File: config.mk
export PLATFORM = sky130hd
export DESIGN_NAME = twc_mul
export DESIGN_NICKNAME = d
export VERILOG_FILES = /design/src/sv/twc_pkg.sv /design/src/sv/twc_mul.sv
export SDC_FILE = /design/constraint.sdc
export NUM_CORES = 2
export LEC_CHECK = 0
export BUFFER_PORTS_ARGS = -buffer_cell sky130_fd_sc_hd__buf_2
export CAP_MARGIN = 20
export CORE_ASPECT_RATIO = 0.75
export CORE_MARGIN = 2
export CORE_UTILIZATION = 50
export DETAILED_ROUTE_END_ITERATION = 6
export GPL_TIMING_DRIVEN = 1
export PLACE_DENSITY = 0.67
export SETUP_SLACK_MARGIN = 0.5
export SLEW_MARGIN = 20
export SYNTH_ARGS = -nofsm -noshare
export SYNTH_HDL_FRONTEND = slang
export SYNTH_SLANG_ARGS = --single-unit
File: constraint.sdc
create_clock -name clk -period 19.1 [get_ports clk]
set_input_delay 2.865 -clock clk [delete_from_list [all_inputs] [get_ports clk]]
set_output_delay 2.865 -clock clk [all_outputs]
set_load 0.005 [all_outputs]
File: src/sv/twc_pkg.sv
`default_nettype none
// ----------------------------------------------------------------------------
// twc_pkg
// Shared types and constants for the textured wall column stepper.
// ----------------------------------------------------------------------------
package twc_pkg;

    // shared multiplier operand and product widths
    localparam int MUL_W  = 28;
    localparam int PROD_W = 2 * MUL_W;

    // step quotient: dividend is at most 2^(10+16)
    localparam int HL_MAX   = 10;
    localparam int FRAC_W   = 16;
    localparam int Q_W      = HL_MAX + FRAC_W + 1;
    localparam int QCNT_W   = 5;
    localparam int DIVISOR_W = 16;

    // configuration register indexes
    localparam logic [1:0] CFG_TEX_WIDTH  = 2'd0;
    localparam logic [1:0] CFG_TEX_HL2    = 2'd1;
    localparam logic [1:0] CFG_ROW_BYTES  = 2'd2;
    localparam logic [1:0] CFG_PIX_BYTES  = 2'd3;

    // request kinds
    localparam logic KIND_LOAD = 1'b0;
    localparam logic KIND_STEP = 1'b1;

    typedef enum logic [9:0] {
        S_IDLE = 10'b00_0000_0001,
        S_HIT  = 10'b00_0000_0010,
        S_FRAC = 10'b00_0000_0100,
        S_TX   = 10'b00_0000_1000,
        S_MIR  = 10'b00_0001_0000,
        S_DIVW = 10'b00_0010_0000,
        S_POS  = 10'b00_0100_0000,
        S_POSW = 10'b00_1000_0000,
        S_STEP = 10'b01_0000_0000,
        S_EMIT = 10'b10_0000_0000
    } state_t;

    // divider launch request
    typedef struct packed {
        logic                 start;
        logic [QCNT_W-1:0]    shift;
        logic [DIVISOR_W-1:0] divisor;
    } div_req_t;

    // divider status
    typedef struct packed {
        logic           busy;
        logic [Q_W-1:0] quotient;
    } div_stat_t;

endpackage
`default_nettype wire

File: src/sv/twc_mul.sv
`default_nettype none
// ----------------------------------------------------------------------------
// twc_mul
// Shared signed multiplier with a registered product.
// ----------------------------------------------------------------------------
module twc_mul (
    input  wire logic                              clk,
    input  wire logic signed [twc_pkg::MUL_W-1:0]  op_a,
    input  wire logic signed [twc_pkg::MUL_W-1:0]  op_b,
    output logic signed [twc_pkg::PROD_W-1:0]      prod
);
    import twc_pkg::*;

    logic signed [PROD_W-1:0] prod_reg;

    always_ff @(posedge clk)
    begin
        prod_reg <= op_a * op_b;
    end

    assign prod = prod_reg;

endmodule
`default_nettype wire

==> flow_summary_export.csv <==
group,metric,value,unit
critical_path,worstPathCellList,"buf_2 -> nand2_1 -> fa_1 -> inv_1 -> fa_1 -> fa_1 -> fa_1 -> inv_1 -> fa_1 -> inv_1 -> fa_1 -> inv_1 -> fa_1 -> inv_1 -> ha_1 -> ha_1 -> a21oi_1 -> nor2_1 -> or2_2 -> a221o_1 -> a21oi_1 -> o211ai_1 -> o22ai_1 -> xnor2_1",
cells_and_area,largest_register_ffs,56,
timing,slew_headroom,42.1,%
cells_and_area,drive_gt1_share,5.01,%
detailed_routing,via_count,20600,
clocking,ctsResizeCount,0,
global_route,antenna_found_initial,1,
global_route,grt_overflow,0,
place,gp_congestion,0.888,
detailed_routing,dr.first_iter.drc_count,1498,
floorplanning,die_w,287,um
timing,fin_crit_sh,54.5,%
critical_path,cp.arrival,10.69,ns
clocking,clkSinkCount,56,
job,drv_cap,0,
critical_path,cp.required,19.38,ns
synth,syn_nets,4262,
clocking,post_cts_buffers,0,
clocking,htree_levels,2,
synth,synth_mux_area_share,0.0374,%
timing,period_needed,10.41,ns
critical_path,crit_fanout,28,
detailed_routing,vias_per_cell,5.22,
timing,tightest_slew,0.868,ns
floorplanning,die_h,216,um
critical_path,cpPeakStageDelay,0.81,ns
cells_and_area,fin_nets,4219,
min_path,worst_hold_startpoint,"op_a[0]",
cells_and_area,layout_commonest_cell,"fa_1",
clocking,root_buffer,"clkbuf_16",
synth,synthSimpleGateAreaFrac,15.6,%
detailed_routing,wirelength,80500,um
synth,synth-seq-area-share,3.73,%
critical_path,slowest_stage,"fa_1",
floorplanning,io_pins,113,
critical_path,cp_common_cell,"fa_1",
timing,hold_viol,0,
critical_path,startpoint_type,"input port",
synth,syn_inst,3197,
run_status,status,"finished clean",
floorplanning,rows,77,
clocking,cts_buffer_depth,2,
floorplanning,die_area,0.0622,mm^2
place,port-buffer-count,112,
place,hpwl,64500,um
detailed_routing,drt-pass1-iter-count,5,
synth,synth_top_family_by_area,"adder cells",
critical_path,worst_setup_path_end_kind,"register",
timing,fmax,96.1,MHz
critical_path,criticalPathCategory,"in -> reg",
timing,slew_viol_final,0,
synth,async_flop_share,0,%
clocking,clk_pin_slew_worst_paths,0.09,ns
synth,synth-compound-area-share,4.16,%
floorplanning,start_util,50.8,%
critical_path,worstPathBufferInverterCount,6,
synth,synth_cell_types,78,
global_route,grt_pass1_wl,131000,um
cells_and_area,layout_common_cells,"fa_1, inv_1, and2_1",
timing,finalSetupViolCount,0,
global_route,grt_pass1_vias,22100,
synth,synthXorXnorAreaFrac,1.66,%
synth,syn_area,0.0301,mm^2
detailed_routing,ant_nets,0,
clocking,cts_tree,"done",
clocking,cts-buffers-inserted,5,
cells_and_area,syn2layout_area_growth,3.71,%
synth,synth_enable_flop_cells,0,
global_route,grt_usage,27.9,%
synth,synth_ff_type,"dfxtp_1",
synth,syn_avg_cell_area,9.41,um^2
min_path,hp-class,"in -> reg",
clocking,cts_hold_buf,0,
min_path,whs_endpoint,"prod[0]$_DFF_P_",
synth,synthAdderAreaFrac,62.5,%
timing,timing.setup.tns,0,ns
timing,rsz0062_at_grt,"no",
synth,synth-seq-cells,56,
global_route,grt_start_max_net_pins,30,
floorplanning,core_area,0.0593,mm^2
detailed_routing,drc,0,
detailed_routing,wl_per_cell,20.4,um
critical_path,critPathTopFamily,"adder cells",
min_path,hold_depth,3,
synth,ys_warn_count,0,
-- stage by stage --
step                cells  cell area, um^2  hold slack, ns  worst slack (ns)  utilization [%]
detailed placement   3937            31000            3.24              8.36             52.4
global route         3945            31200            3.10              8.22             52.6
floorplan            3197            30100            2.99              8.96                -
global placement     3937            31000            3.24              8.51             52.4
finish               3947            31200            3.11              8.69             52.6
CTS                  3945            31200            3.08              8.70             52.6
-- routing by layer --
layer,track usage [%],vias up,wire length (um)
met5,0,-,0
met2,37.0,884,31600
li1,-,9077,-
met1,43.0,10600,37300
met4,3.47,0,651
met3,11.9,41,10900
-- synthesized netlist by cell type, drive strengths merged (2+ instances only) --
master	number	area (um^2)
fa	823	16500
inv	810	3040
and2	405	2540
nand2	388	1460
ha	185	2310
clkbuf	163	612
dfxtp	56	1120
a21oi	53	280
xnor2	45	394
nor2	33	126
o21ai	31	166
nor2b	21	131
a21o	20	150
nor3	16	96.4
o21bai	12	93.8
xor2	12	105
a31oi	11	68.8
nand4	10	68.8
a211oi	9	72.6
and3	9	61.3
buf	8	46.3
nand3	8	45.0
nand2b	7	43.8
o211ai	6	50.1
o21a	5	37.5
a311oi	4	41.3
o31ai	4	43.8
a2111oi	3	38.8
a21boi	3	22.5
a22oi	3	27.5
nor3b	3	22.5
or2	3	18.8
nor4	2	18.8
o211a	2	20.0
o311ai	2	17.5
o41ai	2	25.0
or3	2	12.5
-- cell families after synthesis --
logic type,count (synthesis)
flip-flops,56
multiplexers,1
adder cells (fa/ha/maj),1008
AND/OR/NAND/NOR,914
AO/OA/AOI/OAI,180
XOR/XNOR,57
buffers and inverters,981
-- tightest hold or removal path: cells and delay by family --
| kind | cells | cell delay, ns |
|---|---|---|
| buffers and inverters | 2 | 0.33 |
| AND/OR/NAND/NOR | 1 | 0.21 |
-- how the worst max path moves through the flow --
stage / startpoint / cells after the start / slack [ns] / endpoint
after floorplan: op_a[27] / 26 / 8.96 / prod[55]$_DFF_P_
after global placement: op_a[27] / 26 / 8.51 / prod[54]$_DFF_P_
after detailed placement: op_b[4] / 23 / 8.36 / prod[55]$_DFF_P_
after CTS: op_b[4] / 23 / 8.70 / prod[55]$_DFF_P_
after global routing: op_a[27] / 26 / 8.22 / prod[54]$_DFF_P_
final: op_b[4] / 24 / 8.69 / prod[54]$_DFF_P_
-- layout make-up --
type                       instances  area [um^2]
sequential                        56         1120
clock inverter                     3         27.5
antenna                            2         5.00
tap                              790          988
clock buffer                       5          125
fill                            5440        28100
multi-input combinational       2160        25300
inverter                         810         3040
timing repair buffer             121          628
Power is left out: the tool's default activity adds up to more than one toggle a clock period on the data nets, which glitch-free logic cannot reach.
