==> src/sv/twc_pkg.sv <==
`default_nettype none
// ----------------------------------------------------------------------------
// twc_pkg
// Shared types and constants for the textured wall column stepper.
// ----------------------------------------------------------------------------
package twc_pkg;

    // shared multiplier operand and product widths
    localparam int MUL_W  = 28;
    localparam int PROD_W = 2 * MUL_W;

    // step quotient: dividend is at most 2^(10+16)
    localparam int HL_MAX   = 10;
    localparam int FRAC_W   = 16;
    localparam int Q_W      = HL_MAX + FRAC_W + 1;
    localparam int QCNT_W   = 5;
    localparam int DIVISOR_W = 16;

    // configuration register indexes
    localparam logic [1:0] CFG_TEX_WIDTH  = 2'd0;
    localparam logic [1:0] CFG_TEX_HL2    = 2'd1;
    localparam logic [1:0] CFG_ROW_BYTES  = 2'd2;
    localparam logic [1:0] CFG_PIX_BYTES  = 2'd3;

    // request kinds
    localparam logic KIND_LOAD = 1'b0;
    localparam logic KIND_STEP = 1'b1;

    typedef enum logic [9:0] {
        S_IDLE = 10'b00_0000_0001,
        S_HIT  = 10'b00_0000_0010,
        S_FRAC = 10'b00_0000_0100,
        S_TX   = 10'b00_0000_1000,
        S_MIR  = 10'b00_0001_0000,
        S_DIVW = 10'b00_0010_0000,
        S_POS  = 10'b00_0100_0000,
        S_POSW = 10'b00_1000_0000,
        S_STEP = 10'b01_0000_0000,
        S_EMIT = 10'b10_0000_0000
    } state_t;

    // divider launch request
    typedef struct packed {
        logic                 start;
        logic [QCNT_W-1:0]    shift;
        logic [DIVISOR_W-1:0] divisor;
    } div_req_t;

    // divider status
    typedef struct packed {
        logic           busy;
        logic [Q_W-1:0] quotient;
    } div_stat_t;

endpackage
`default_nettype wire

==> src/sv/twc_div.sv <==
`default_nettype none
// ----------------------------------------------------------------------------
// twc_div
// Bit-serial restoring divider for the texture step, 2^shift / divisor,
// one quotient bit per cycle.
// ----------------------------------------------------------------------------
module twc_div (
    input  wire logic                clk,
    input  wire logic                rst_n,
    input  wire twc_pkg::div_req_t   req,
    output twc_pkg::div_stat_t       stat
);
    import twc_pkg::*;

    logic                 busy_reg,  busy_next;
    logic [QCNT_W-1:0]    idx_reg,   idx_next;
    logic [DIVISOR_W-1:0] rem_reg,   rem_next;
    logic [Q_W-1:0]       quo_reg,   quo_next;
    logic [DIVISOR_W-1:0] dvs_reg,   dvs_next;
    logic [QCNT_W-1:0]    shift_reg, shift_next;
    logic [DIVISOR_W:0]   trial;
    logic                 dbit;
    logic                 qbit;

    always_comb
    begin
        busy_next  = busy_reg;
        idx_next   = idx_reg;
        rem_next   = rem_reg;
        quo_next   = quo_reg;
        dvs_next   = dvs_reg;
        shift_next = shift_reg;
        // the dividend is a single one at bit position shift
        dbit  = (idx_reg == shift_reg);
        trial = {rem_reg, dbit};
        qbit  = (trial >= {1'b0, dvs_reg});
        if (req.start)
        begin
            busy_next  = 1'b1;
            idx_next   = QCNT_W'(Q_W - 1);
            rem_next   = '0;
            quo_next   = '0;
            dvs_next   = (req.divisor == '0) ? DIVISOR_W'(1) : req.divisor;
            shift_next = req.shift;
        end
        else if (busy_reg)
        begin
            rem_next = qbit ? DIVISOR_W'(trial - {1'b0, dvs_reg}) : trial[DIVISOR_W-1:0];
            quo_next = {quo_reg[Q_W-2:0], qbit};
            idx_next = idx_reg - QCNT_W'(1);
            if (idx_reg == '0)
            begin
                busy_next = 1'b0;
            end
        end
    end

    always_ff @(posedge clk or negedge rst_n)
    begin
        if (!rst_n)
        begin
            busy_reg <= 1'b0;
            idx_reg  <= '0;
        end
        else
        begin
            busy_reg <= busy_next;
            idx_reg  <= idx_next;
        end
    end

    always_ff @(posedge clk)
    begin
        rem_reg   <= rem_next;
        quo_reg   <= quo_next;
        dvs_reg   <= dvs_next;
        shift_reg <= shift_next;
    end

    assign stat.busy     = busy_reg;
    assign stat.quotient = quo_reg;

endmodule
`default_nettype wire

==> config.mk <==
export PLATFORM = sky130hd
export DESIGN_NAME = twc_div
export DESIGN_NICKNAME = d
export VERILOG_FILES = /design/src/sv/twc_pkg.sv /design/src/sv/twc_div.sv
export SDC_FILE = /design/constraint.sdc
export NUM_CORES = 1
export LEC_CHECK = 0
export ABC_AREA = 1
export BUFFER_PORTS_ARGS = -buffer_cell sky130_fd_sc_hd__buf_2
export CAP_MARGIN = 20
export CORE_UTILIZATION = 23
export CTS_BUF_LIST = sky130_fd_sc_hd__clkbuf_8
export DETAILED_ROUTE_END_ITERATION = 10
export PLACE_DENSITY_LB_ADDON = 0.25
export SLEW_MARGIN = 10
export SYNTH_ARGS = -nofsm -noshare
export SYNTH_HDL_FRONTEND = slang
export SYNTH_SLANG_ARGS = --single-unit
==> constraint.sdc <==
create_clock -name clk -period 6.23 [get_ports clk]
set_input_delay 0.9345 -clock clk [delete_from_list [all_inputs] [get_ports clk]]
set_output_delay 0.9345 -clock clk [all_outputs]
set_load 0.005 [all_outputs]
==> Implementation_results.wiki <==
{| class="wikitable"
! Metric !! Value
|-
| Initial antenna violation count || 0
|-
| Sequential fraction of the synthesis area || 42.7%
|-
| Layout Nets || 586
|-
| First DRT Iteration DRCs || 114
|-
| Setup CP Type || input port to flop
|-
| Synth warn || 0
|-
| Reg-to-reg slack, setup || 3.58 ns
|-
| Largest driver fanout on the critical path || 27
|-
| H-tree depth reported by CTS || 3
|-
| Reported max-cap violation count || 0
|-
| DIE WIDTH || 131 um
|-
| Peak per-stage delay on the critical path || 0.74 ns
|-
| Count of endpoints failing hold in the final timing report || 0
|-
| Effective utilization at floorplan || 23.8%
|-
| Total length of routed wires || 9320 um
|-
| Routed length per instance || 12.2 um
|-
| Number of vias after detailed routing || 3187
|-
| First-pass GRT wire length || 15700 um
|-
| Register bit total from synthesis || 70
|-
| Min Hold Slack || 0.403 ns
|-
| Hpwl dp || 7270 um
|-
| Final standard cell utilization of the core || 27.4%
|-
| Last weighted congestion value of the routability-driven placer || 0.807
|-
| Worst path cell trace || buf_2, inv_1, nand2_1, clkinv_1, nand3_1, o21ai_0
|-
| Clock sink total || 70
|-
| Sort of element at the end of the critical path || flop
|-
| Congestion Overflow GR || 0
|-
| Final total negative setup slack || 0 ns
|-
| Count of final setup violators || 0
|-
| CTS tree || yes
|-
| Total GRT Usage || 11.3%
|-
| Power per unit of standard cell area || 386 nW/um2
|-
| Resize count post-CTS || 0
|-
| Number of ports placed on the die boundary || 52
|-
| Class of the most critical hold timing path || input port to asynchronous set/reset pin
|-
| Fraction of the cycle the final worst path needs || 50.5%
|-
| Die Ht || 131 um
|-
| Post-CTS Setup Bufs || 0
|-
| Drt pass-1 iters || 7
|-
| Number of buffers on the longest clock path || 2
|-
| Core Box Area || 16100 um2
|-
| Most frequent standard cell in the layout excluding fill and tap cells || nand2_1
|-
| Fraction of final layout cells with drive strength greater than 1 || 15.5%
|-
| Arrival time reported for the critical path endpoint || 3.33 ns
|-
| Top flip-flop cell by instance count after synthesis || dfxtp_1
|-
| Number of remaining DRC errors || 0
|-
| Master cell of the clock root buffer || clkbuf_8
|-
| Critical path buffers and inverters || 3
|-
| Core Rows || 46
|-
| RSZ-0062 raised after global routing || no
|-
| Commonest cells after routing, fill and taps aside || 123 x nand2_1, 99 x inv_1, 51 x buf_2, 46 x nand3_1, 43 x dfxtp_1
|-
| Run status || finished clean
|-
| Avg Vias per Cell || 4.17
|-
| Minimum clock period after layout || 3.15 ns
|-
| Worst vdd ir || 0.114 mV
|-
| Insertion delay of the later-clocked pin in the worst-skew pair || 0.34 ns
|-
| Layout overhead on the synthesized area || 15.0%
|-
| Post-route clock skew || 0.00817 ns
|-
| Number of flops mapped to enable cells by yosys || 21
|-
| Synthesized Nets || 550
|-
| Via count of the first global-routing pass || 3284
|-
| Avg Synthesized Cell Area || 7.58 um2
|-
| Actual transition at the worst max-transition pin || 1.07 ns
|-
| CP Launch Type || input port
|-
| Number of buffers added to fix hold violations after cts || 0
|-
| Number of instances in the synthesized netlist || 507
|-
| Total power of the final layout || 0.00171 W
|-
| Largest net degree at the start of global routing || 35
|-
| Die area || 17200 um2
|-
| Distinct cells, synth || 40
|-
| Number of flip-flops under the largest register name || 27
|-
| # port buffers || 51
|-
| Slowest CP cell || clkinv_1
|-
| Asr flop ratio synth || 8.57%
|-
| CTS buffer count || 9
|-
| Diodes inserted || 0
|-
| Residual antenna-violating net count after detailed routing || 0
|-
| Maximum frequency from static timing analysis || 318 MHz
|-
| Cell area after synthesis || 3840 um2
|-
| Final number of max-transition violations || 0
|-
| Required time worst endpoint || 6.41 ns
|-
| Leakage power || 2.14 nW
|-
| Worst-path clk slew || 0.07 ns
|-
| Gate family responsible for the most delay along the worst path || buffers and inverters
|-
| Headroom to the max-slew limit || 28.7%
|}
==> through the flow <==
stage	setup WS [ns]	std cells	cell area, um2
after global routing	2.76	764	4420
after CTS	3.03	764	4420
after global placement	2.75	748	4240
after detailed placement	2.65	748	4240
final	3.08	764	4420
after floorplan	4.09	507	3840
==> final cells by class <==
type | instances | area, um2
Timing Repair Buffer | 51 | 255
Inverter | 104 | 390
Clock buffer | 9 | 124
Multi-Input combinational cell | 307 | 1680
Sequential cell | 70 | 1640
Clock inverter | 7 | 57.6
Fill cell | 1814 | 11700
Tap cell | 216 | 270
==> power breakdown <==
part	internal [W]	switching, W
combinational	0.000283	0.000497
sequential	0.000538	0.0000455
clock	0.000179	0.000164
total	0.00100	0.000707
==> synthesized netlist by cell type, types with 2 or more instances <==
cell type / instances / area share (%)
edfxtp_1: 21 / 16
o21ai_1: 3 / 0.39
nand3b_1: 5 / 0.98
a21oi_1: 11 / 1.4
dfrtp_1: 6 / 3.9
o21ai_0: 10 / 1.3
nand4_1: 5 / 0.81
nor2_4: 2 / 0.59
xnor2_1: 5 / 1.1
nor2_1: 21 / 2.1
nand3_1: 46 / 6.0
inv_1: 97 / 9.5
nand2_2: 6 / 0.98
clkbuf_1: 20 / 2.0
nor4_1: 4 / 0.65
nand2_1: 123 / 12
o22ai_1: 25 / 4.1
ha_1: 18 / 5.9
dfxtp_1: 43 / 22
inv_2: 6 / 0.59
nor3_1: 4 / 0.52
xor2_1: 5 / 1.1
buf_6: 2 / 0.59
nor2_2: 3 / 0.49
==> kinds of logic after synthesis <==
kind of cell	Yosys count	synth area share, %
AOI/OAI and AO/OA	53	8.08
xor gates and xnor gates	10	2.28
adders and majority gates	19	6.38
buffers and inverters	130	13.5
DFF	70	42.7
and+or+nand+nor	225	27.0
==> worst paths after layout <==
path | start | end | depth (start not counted)
max | req[21] | rem_reg[1] | 6
min | rst_n | idx_reg[0] | 1
max reg2reg | idx_reg[1] | rem_reg[12] | 16
min reg2reg | quo_reg[26] | quo_reg[26] | 2
max in group asynchronous | rst_n | busy_reg | 1
min in group clk | quo_reg[26] | quo_reg[26] | 2
==> layer usage <==
layer  track usage [%]  vias to the layer above  share of wire (%)  wire [um]
met4              5.42                        0                2.6        238
met5                 0                        -                  0          0
met3              3.28                       14                5.4        505
li1                  -                     1672                  -          -
met1              13.4                     1445                 47       4400
met2              18.7                       56                 45       4180
Power figures use the tool's default switching activity.
